<file path="src/piu_pkg.sv">
package piu_pkg;

    localparam int COORD_WIDTH = 32;
    localparam int FRAC_BITS   = 16;

    // wide accumulator for exact dot and cross sums and for the point adds
    localparam int SW  = (2 * COORD_WIDTH + 4 > 65) ? 2 * COORD_WIDTH + 4 : 65;
    localparam int VW  = COORD_WIDTH + 1;
    localparam int PW  = 2 * VW;
    localparam int NW  = PW;
    localparam int DW  = COORD_WIDTH + 1;
    localparam int OW  = 63;
    localparam int QAW = 2;
    localparam int QD  = 2 ** QAW;
    localparam int CFG_IW = 3;

    typedef logic signed [COORD_WIDTH-1:0] t_crd;
    typedef t_crd [2:0] t_vec;
    typedef logic signed [SW-1:0] t_wide;

    localparam logic [2:0] CMD_DIST  = 3'd0;
    localparam logic [2:0] CMD_SEG   = 3'd1;
    localparam logic [2:0] CMD_LINE  = 3'd2;
    localparam logic [2:0] CMD_RAY   = 3'd3;
    localparam logic [2:0] CMD_PLANE = 3'd4;

    localparam logic [CFG_IW-1:0] REG_ORIGIN_X = 3'd0;
    localparam logic [CFG_IW-1:0] REG_ORIGIN_Y = 3'd1;
    localparam logic [CFG_IW-1:0] REG_ORIGIN_Z = 3'd2;
    localparam logic [CFG_IW-1:0] REG_NORMAL_X = 3'd3;
    localparam logic [CFG_IW-1:0] REG_NORMAL_Y = 3'd4;
    localparam logic [CFG_IW-1:0] REG_NORMAL_Z = 3'd5;

    typedef enum logic [2:0] {
        CLS_DIST,
        CLS_SEG,
        CLS_LINE,
        CLS_RAY,
        CLS_PLANE,
        CLS_NONE
    } t_cls;

    typedef struct packed {
        logic [2:0] command;
        t_crd       point_a_x;
        t_crd       point_a_y;
        t_crd       point_a_z;
        t_crd       vector_b_x;
        t_crd       vector_b_y;
        t_crd       vector_b_z;
    } t_in;

    typedef struct packed {
        logic hit;
        t_crd signed_distance;
        t_crd hit_x;
        t_crd hit_y;
        t_crd hit_z;
        t_crd line_dir_x;
        t_crd line_dir_y;
        t_crd line_dir_z;
    } t_out;

    typedef struct packed {
        t_cls cls;
        t_vec a;
        t_vec b;
    } t_job;

    localparam t_wide RHALF = t_wide'(1) << (FRAC_BITS - 1);

    function automatic t_crd sat_crd(input t_wide x);
        t_wide hi;
        t_wide lo;
        t_crd  r;
        hi = t_wide'({(COORD_WIDTH-1){1'b1}});
        lo = -hi - t_wide'(1);
        if (x > hi) begin
            r = hi[COORD_WIDTH-1:0];
        end else if (x < lo) begin
            r = lo[COORD_WIDTH-1:0];
        end else begin
            r = x[COORD_WIDTH-1:0];
        end
        return r;
    endfunction

    // round half up to the fraction point, then saturate
    function automatic t_crd rnd(input t_wide x);
        t_wide t;
        t = (x + RHALF) >>> FRAC_BITS;
        return sat_crd(t);
    endfunction

endpackage

</file>
<file path="src/piu_front.sv">
module piu_front (
    input  logic          i_clk,
    input  logic          i_rst_n,
    input  logic          i_in_valid,
    output logic          o_in_ready,
    input  piu_pkg::t_in  i_in_item,
    output logic          o_job_valid,
    input  logic          i_job_ready,
    output piu_pkg::t_job o_job
);
    import piu_pkg::*;

    t_job           r_mem [QD];
    logic [QAW-1:0] r_wp;
    logic [QAW-1:0] r_rp;
    logic [QAW:0]   r_cnt;
    t_job           n_job;
    logic           push;
    logic           pop;

    assign o_in_ready  = r_cnt != (QAW+1)'(QD);
    assign o_job_valid = r_cnt != '0;
    assign o_job       = r_mem[r_rp];
    assign push        = i_in_valid && o_in_ready;
    assign pop         = o_job_valid && i_job_ready;

    always_comb begin
        case (i_in_item.command)
            CMD_DIST:  n_job.cls = CLS_DIST;
            CMD_SEG:   n_job.cls = CLS_SEG;
            CMD_LINE:  n_job.cls = CLS_LINE;
            CMD_RAY:   n_job.cls = CLS_RAY;
            CMD_PLANE: n_job.cls = CLS_PLANE;
            default:   n_job.cls = CLS_NONE;
        endcase
        n_job.a[0] = i_in_item.point_a_x;
        n_job.a[1] = i_in_item.point_a_y;
        n_job.a[2] = i_in_item.point_a_z;
        n_job.b[0] = i_in_item.vector_b_x;
        n_job.b[1] = i_in_item.vector_b_y;
        n_job.b[2] = i_in_item.vector_b_z;
    end

    always_ff @(posedge i_clk) begin
        if (push) begin
            r_mem[r_wp] <= n_job;
        end
    end

    always_ff @(posedge i_clk) begin
        if (!i_rst_n) begin
            r_wp  <= '0;
            r_rp  <= '0;
            r_cnt <= '0;
        end else begin
            if (push) begin
                r_wp <= r_wp + 1'b1;
            end
            if (pop) begin
                r_rp <= r_rp + 1'b1;
            end
            r_cnt <= r_cnt + (QAW+1)'(push) - (QAW+1)'(pop);
        end
    end

endmodule

</file>
<file path="config.mk">
export PLATFORM = sky130hd
export DESIGN_NAME = piu_front
export DESIGN_NICKNAME = d
export VERILOG_FILES = /design/src/piu_pkg.sv /design/src/piu_front.sv
export SDC_FILE = /design/constraint.sdc
export NUM_CORES = 1
export LEC_CHECK = 0
export BUFFER_PORTS_ARGS = -buffer_cell sky130_fd_sc_hd__buf_2
export CAP_MARGIN = 25
export CORE_AREA = 3 3 244 246
export CTS_CLUSTER_SIZE = 30
export DETAILED_ROUTE_END_ITERATION = 12
export DIE_AREA = 0 0 247 249
export PLACE_DENSITY_LB_ADDON = 0.08
export SYNTH_ARGS = -nofsm -noshare
export SYNTH_HDL_FRONTEND = slang
export SYNTH_SLANG_ARGS = --single-unit
</file>
<file path="constraint.sdc">
create_clock -name i_clk -period 7.7 [get_ports i_clk]
set_input_delay 0.77 -clock i_clk [delete_from_list [all_inputs] [get_ports i_clk]]
set_output_delay 0.77 -clock i_clk [all_outputs]
set_load 0.005 [all_outputs]
</file>
==> out/qor.txt, run 1 <==
Critical Path RT: 6.93 ns
DR WL/cell: 24.1 um
critical-path maximum fanout: 64
CP Data Arrival Time: 2.96 ns
pin count of the biggest net entering global routing: 106
Resized cells post-CTS: 0
overall power: 11.2 mW
DPL Wire Length: 33500 um
post-route ant nets: 0
Seq/Total Area, Yosys: 82.4%
dpl ws: 4.24 ns
CTS tree: built
initial DRC count: 701
clk root buf: clkbuf_16
final net count: 1724
Syn Std Cell Area: 28600 um^2
min cycle time layout: 3.73 ns
share of layout cells above drive strength 1: 45.5%
core area: 57600 um^2
Worst setup EP type: primary output
I/O pins: 396
vias: 12800
IO buf count: 395
final design utilization: 58.8%
Clock power frac: 31.7%
Synth area leaders: edfxtp_1, mux4_2, buf_6
# clock sinks: 789
Slew Limit Fails: 0
syn avg cell area: 26.7 um^2
dpl cells: 2200
Synthesized Nets: 1277
Area growth syn-to-layout: 18.2%
Setup CP Type: reg -> out
status: complete, no violations
max_cap viols: 0
post-route DRC violation count: 0
hold_ws: 0.363 ns
Comb pwr share: 20.2%
Post-Route WL: 56500 um
DR vias/cell: 5.44
clock-pin slew on the worst setup and hold paths: 0.06 ns
Syn Inst Count: 1071
chip height: 249 um
pwr dens: 330 nW/um^2
Tightest Hold Check Type: in -> reg
Yosys reg bits: 789
library cells used by synthesis: 21
most frequent cells in the layout: edfxtp_1, buf_2, mux4_2
initial antenna violation count: 16
GRT Total Usage: 18.7%
Int Power: 8.35 mW
max_slew headroom: 33.9%
final setup vio count: 0
later-pin clock latency in the skew report: 0.61 ns
Final TNS setup: 0 ns
Final period util: 48.4%
fmax: 268 MHz
std cell rows: 88
Yosys top cell by area: edfxtp_1
CP startpoint kind: register
Net Sw Frac: 25.2%
Final Cell Area: 33900 um^2
chip width: 247 um
first-pass detailed-route iteration total: 4
first-pass GRT wire length: 85500 um
post-cts hold buffer count: 0
CTS Buffer Depth: 3
Total Die Area: 61500 um^2
Lkg Pwr: 11.2 nW
Hold Vio Cnt, Final: 0
r2r setup slk: 4.67 ns
Initial Utilization: 49.7%
slew of the pin with the lowest slew margin: 0.992 ns
setup repair bufs after CTS: 0
RSZ-0062 raised after global routing: false
Worst Skew: 0.0255 ns
net switching power: 2.81 mW
fill cell count: 4205
Final Wtd Congestion: 0.736
vias in the first global route: 13500
yosys warns: 0
worst setup margin: 3.97 ns
CTS H-tree lvls: 3
sequential share of power: 48.1%
Synth top area share: 81.8%
Congestion Overflow GR: 0
peak supply drop: 0.226 mV
dpl cell area: 31400 um^2
Num CTS Buffers: 80
commonest non-fill, non-tap cell in the layout: edfxtp_1
Layout Cells excl Fill: 2347
[power by group through the flow]
stage | sequential (mW) | combinational [mW] | clock [mW]
2_1_floorplan | 5.45 | 1.46 | 0
3_3_place_gp | 5.45 | 2.33 | 0
3_5_place_dp | 5.47 | 2.32 | 0
4_1_cts | 5.38 | 2.33 | 3.65
5_1_grt | 5.41 | 2.46 | 3.82
6_report | 5.37 | 2.25 | 3.54
[logic make-up after synthesis]
kind of cell             Yosys count  share of synthesized area, %
XOR/XNOR                           4                         0.122
multiplexers                     197                          15.4
adder cells (fa/ha/maj)            7                         0.332
buffers and inverters             52                          1.25
AO/OA/AOI/OAI                      4                         0.114
flip-flops                       789                          82.4
AND/OR/NAND/NOR                   18                         0.341
[registers in the layout, indices dropped and copies added (netlist names), named ones only]
| register | cells |
|---|---|
| r_rp | 2 |
| r_wp | 2 |
| r_cnt | 3 |
| r_mem | 780 |
[synth_stat cells (all sizes together)]
cell      n
dfxtp     9
ha        6
xnor2     3
nor2b     3
xor2      1
mux4    195
o31a      1
buf      39
fa        1
edfxtp  780
a21o      1
clkbuf    7
mux2i     2
nor2      1
or3       1
o311ai    1
a21boi    1
nand2     5
and2      8
inv       6
[final timing paths]
check,start,end,cells past startpoint
worst max-delay path,register,o_job[181],3
worst min-delay path,i_in_item[10],r_mem[2][74],1
worst max register to register,r_cnt[1],r_mem[2][148],4
worst min register to register,r_wp[1],r_wp[1],2
[final cells by class]
class | count | area, um^2 | share of cell area [%]
inverter | 6 | 22.5 | 0.0665
multi-input combinational | 230 | 4680 | 13.8
timing repair buffer | 411 | 2170 | 6.40
antenna | 2 | 5.00 | 0.0148
clock buffer | 99 | 2090 | 6.19
clock inverter | 45 | 314 | 0.928
sequential | 789 | 23600 | 69.7
tap | 765 | 957 | 2.83
[routing by layer]
layer / GRT usage (%) / share of wire [%] / vias to the layer above
met1: 25.3 / 40 / 6728
li1: - / - / 5555
met4: 4.53 / 2.0 / 28
met5: 0 / 0.33 / -
met2: 29.9 / 50 / 343
met3: 6.17 / 7.6 / 114
[critical path, cell delays in order, from the launching register on]
cell and delay [ns]:
dfxtp_4 0.83, buf_4 0.88, mux4_2 0.46, buf_2 0.15
(Power assumes the default switching activity.)
==> inputs of run 2 (changes only) <==
==> constraint.sdc (replaced) <==
create_clock -name i_clk -period 3.3 [get_ports i_clk]
set_input_delay 0.33 -clock i_clk [delete_from_list [all_inputs] [get_ports i_clk]]
set_output_delay 0.33 -clock i_clk [all_outputs]
set_load 0.005 [all_outputs]
==> run 2 against run 1 <==
Largest power group unchanged. Critical endpoint is now o_job[194]. Setup slack got worse by 3.4 ns. Sequential power rose by 130%. Register-to-register slack got worse by 4.0 ns. Core utilization rose by 4.5 points. Die area did not move.
==> out/qor.txt, run 2 (synthesis results as in run 1) <==
Worst Reg-to-Reg Cells: 10
fill cell count: 3973
Slew Limit Fails: 0
I/O pins: 396
CTS tree: built
Layout Cells excl Fill: 2570
Int Power: 20.5 mW
net switching power: 6.74 mW
Hold Path Stages: 2
min cycle time layout: 2.76 ns
post-route ant nets: 0
Clock power frac: 33.1%
share of layout cells above drive strength 1: 42.1%
DR WL/cell: 23.3 um
chip height: 249 um
clk root buf: clkbuf_16
final setup vio count: 0
first-pass detailed-route iteration total: 4
fmax: 362 MHz
largest reg by FF count: r_mem
Final period util: 83.7%
peak supply drop: 0.528 mV
final design utilization: 63.3%
max_cap viols: 0
hold_ws: 0.0641 ns
dpl cells: 2226
CTS H-tree lvls: 3
Congestion Overflow GR: 0
core area: 57600 um^2
sequential share of power: 45.8%
critical-path maximum fanout: 36
Top Registers: r_mem (780), r_cnt (3)
initial DRC count: 830
Lkg Pwr: 12.4 nW
Comb pwr share: 21.1%
CP Data Arrival Time: 2.43 ns
CP startpoint kind: register
commonest non-fill, non-tap cell in the layout: edfxtp_1
slew of the pin with the lowest slew margin: 0.709 ns
GRT Total Usage: 19.8%
DPL Wire Length: 37000 um
Resized cells post-CTS: 0
Setup CP Type: reg -> out
# clock sinks: 789
Tightest Hold Check Type: in -> reg
clock-pin slew on the worst setup and hold paths: 0.06 ns
final net count: 1944
vias: 13600
Initial Utilization: 49.7%
DR vias/cell: 5.27
RSZ-0062 raised after global routing: false
pwr dens: 747 nW/um^2
Num CTS Buffers: 81
Area growth syn-to-layout: 27.3%
Worst Skew: 0.0278 ns
Total Die Area: 61500 um^2
std cell rows: 88
status: complete, no violations
chip width: 247 um
max reg flops: 780
vias in the first global route: 14600
Post-Route WL: 60000 um
Net Sw Frac: 24.8%
Final TNS setup: 0 ns
Final Wtd Congestion: 0.728
overall power: 27.2 mW
initial antenna violation count: 8
post-route DRC violation count: 0
most frequent cells in the layout: edfxtp_1, buf_2, mux4_2
later-pin clock latency in the skew report: 0.61 ns
Worst setup EP type: primary output
setup repair bufs after CTS: 0
max_slew headroom: 52.7%
CTS Buffer Depth: 3
Critical Path RT: 2.97 ns
post-cts hold buffer count: 194
IO buf count: 395
pin count of the biggest net entering global routing: 87
Hold Vio Cnt, Final: 0
first-pass GRT wire length: 91000 um
[run 2: metrics by stage]
stage / setup slack (ns) / instance area, um^2
detailed placement: 0.702 / 31900
CTS: 0.441 / 36500
global placement: 0.761 / 31900
floorplan: -0.445 / 28600
global route: 0.391 / 36500
finish: 0.539 / 36500
[run 2: area by class of cell]
class	instances	area (um^2)	share of cell area [%]
sequential	789	23600	64.8
multi-input combinational	230	4680	12.8
timing repair buffer	630	4530	12.4
clock buffer	95	2170	5.96
tap	765	957	2.63
clock inverter	51	477	1.31
inverter	6	22.5	0.0618
antenna	4	10.0	0.0275
[run 2: worst max-delay path, cell delays in order (launching register included)]
cell and delay (ns):
dfxtp_4 0.80, buf_4 0.43, mux4_2 0.39, buf_2 0.16
[run 2: layer usage]
metal	GRT usage, %	share of wire [%]
met5	0	0.098
met4	6.21	2.3
met3	5.29	7.0
met2	31.6	50
met1	27.0	41
[run 2: final timing paths]
check                  from       endpoint  slack [ns]
min          i_in_item[192]  r_mem[0][192]        0.06
min reg2reg         r_wp[0]        r_wp[0]        0.50
max reg2reg        r_cnt[1]       r_cnt[2]        0.68
max                register     o_job[194]        0.54
[run 2: power by group through the flow]
stage | logic, mW | registers, mW | clock network, mW
3_5_place_dp | 5.72 | 12.7 | 0
4_1_cts | 5.93 | 12.5 | 9.24
5_1_grt | 6.21 | 12.5 | 9.68
2_1_floorplan | 3.41 | 12.6 | 0
3_3_place_gp | 5.72 | 12.6 | 0
6_report | 5.75 | 12.5 | 9.01
==> inputs of run 3 (changes only) <==
==> constraint.sdc (replaced) <==
create_clock -name i_clk -period 2.4 [get_ports i_clk]
set_input_delay 0.24 -clock i_clk [delete_from_list [all_inputs] [get_ports i_clk]]
set_output_delay 0.24 -clock i_clk [all_outputs]
set_load 0.005 [all_outputs]
==> run 3 against run 2 <==
Wire length grew 0.44%. Clock power is 27% higher. Sequential share of layout area shrank 0.78 points. Largest cell class unchanged. Flip-flop and latch count unchanged. Global-route usage up 0.051 points. Die area stayed put. Sequential power rose by 36%. Cell count increased by 1.6%. Setup slack got worse by 0.46 ns. Core utilization rose by 0.78 points. Clock-buffer cell count is 16 higher. Register-to-register slack lost 0.49 ns.
==> out/qor.txt, run 3 (synthesis results as in run 1) <==
chip height: 249 um
fmax: 430 MHz
commonest non-fill, non-tap cell in the layout: edfxtp_1
Tightest Hold Check Type: in -> reg
Hold Path Stages: 2
Post-Route WL: 60200 um
CTS Buffer Depth: 3
max_cap viols: 0
slew of the pin with the lowest slew margin: 0.563 ns
std cell rows: 88
Most Crowded Layer GR: met2
Int Power: 28.0 mW
WHS Endpoint: r_mem[1][193]
Total Die Area: 61500 um^2
sequential share of power: 45.6%
net switching power: 9.28 mW
Area growth syn-to-layout: 28.9%
DR WL/cell: 23.1 um
status: complete, no violations
post-route ant nets: 0
final design utilization: 64.1%
min cycle time layout: 2.32 ns
pwr dens: 1010 nW/um^2
largest reg by FF count: r_mem
initial DRC count: 773
initial antenna violation count: 7
clk root buf: clkbuf_16
Setup CP Type: reg -> out
Worst Reg-to-Reg Cells: 8
pin count of the biggest net entering global routing: 60
core area: 57600 um^2
CP Data Arrival Time: 2.08 ns
first-pass detailed-route iteration total: 6
Max stage delay cell, worst path: mux4_2
GR Layer Usage met2: 32.8%
# clock sinks: 789
max_slew headroom: 62.0%
Net Sw Frac: 24.9%
later-pin clock latency in the skew report: 0.60 ns
Top Registers: r_mem (780), r_cnt (3)
Slew Limit Fails: 0
final setup vio count: 0
Lkg Pwr: 12.6 nW
dpl cells: 2250
clock-pin slew on the worst setup and hold paths: 0.06 ns
DPL Wire Length: 38000 um
DR vias/cell: 5.25
Num CTS Buffers: 79
GRT Total Usage: 19.9%
critical-path maximum fanout: 11
CTS tree: built
Clock power frac: 30.6%
final net count: 1987
post-route DRC violation count: 0
share of layout cells above drive strength 1: 42.6%
CP startpoint kind: register
Final Cell Area: 36900 um^2
routing usage on met3: 5.07%
Congestion Overflow GR: 0
Final period util: 96.8%
crit-path max cell delay: 0.59 ns
dpl cell area: 32200 um^2
Comb pwr share: 23.8%
worst r2r src: r_cnt[2]
Worst setup EP type: primary output
most frequent cells in the layout: edfxtp_1, buf_2, dlygate4sd3_1
IO buf count: 395
RSZ-0062 raised after global routing: true
max reg flops: 780
FF-to-FF End: r_cnt[2]
met1 GRT Util: 26.6%
vias in the first global route: 15000
Cell Chain, Critical Path: buf_12 > buf_6 > mux4_2 > buf_2
Final Wtd Congestion: 0.745
Hold Vio Cnt, Final: 0
vias: 13700
CTS H-tree lvls: 3
first-pass GRT wire length: 91600 um
I/O pins: 396
Layout Cells excl Fill: 2612
Initial Utilization: 49.7%
peak supply drop: 0.679 mV
hold_sp: i_in_item[193]
Worst Skew: 0.0185 ns
r2r setup slk: 0.19 ns
chip width: 247 um
Critical Path RT: 2.16 ns
-- run 3: cell types whose count changed in the layout (fill, tap and decap cells not counted), moves of 3 or more --
| cell | previous run | this run |
|---|---|---|
| buf_12 | 24 | 36 |
| buf_16 | 0 | 6 |
| buf_4 | 17 | 38 |
| buf_6 | 0 | 3 |
| bufinv_16 | 9 | 3 |
| clkbuf_1 | 9 | 27 |
| clkinv_1 | 16 | 13 |
| clkinv_2 | 21 | 10 |
-- run 3: worst max-delay path by stage --
stage / end / slack [ns] / cells past startpoint
finish: o_job[50] / 0.08 / 4
global route: o_job[50] / -0.004 / 4
CTS: o_job[43] / -0.04 / 4
detailed placement: r_cnt[2] / 0.21 / 8
global placement: r_cnt[2] / 0.25 / 8
floorplan: r_mem[0][0] / -0.08 / 3
-- run 3: what timing repair did --
item | CTS | global route
resized for setup | 8 | 2
setup endpoints to repair | 111 | 59
hold buffers | 196 | 0
hold endpoints to repair | 785 | 0
setup buffers | 9 | 6
cloned | 3 | 2
pin swaps | 0 | 0
-- run 3: cell type report --
class / instances / area, um^2
antenna: 6 / 15.0
clock buffer: 111 / 2180
clock inverter: 30 / 231
fill: 3981 / 20700
inverter: 6 / 22.5
multi-input combinational: 230 / 4700
sequential: 789 / 23600
tap: 765 / 957
timing repair buffer: 675 / 5190
-- run 3: power groups by stage --
stage / clock network (mW) / logic [mW] / registers, mW
2_1_floorplan: 0 / 4.70 / 17.2
3_3_place_gp: 0 / 8.30 / 17.2
3_5_place_dp: 0 / 8.30 / 17.3
4_1_cts: 11.7 / 9.01 / 17.0
5_1_grt: 12.3 / 9.57 / 17.1
6_report: 11.4 / 8.86 / 17.0
-- run 3: critical path, delay by kind of cell, from the launching register on --
| kind | cells | cell delay, ns |
|---|---|---|
| buffers and inverters | 3 | 0.51 |
| DFF | 1 | 0.39 |
| muxes | 1 | 0.59 |
-- run 3: routing by layer --
layer	vias up	part of all wire (%)	wire length (um)
met1	7182	41	24500
li1	6094	-	-
met5	-	0.012	7
met2	352	51	30700
met4	2	1.8	1070
met3	75	6.7	4030
-- run 3: through the flow --
stage	setup TNS [ns]	worst slack [ns]	power (mW)	hold slack, ns
3_5_place_dp	0	0.209	25.6	0.456
4_1_cts	-0.146	-0.0414	37.8	0.0470
5_1_grt	-0.00367	-0.00367	39.0	0.0726
2_1_floorplan	-59.95	-0.0769	21.9	0.339
6_report	0	0.0764	37.3	0.0913
3_3_place_gp	0	0.250	25.5	0.450
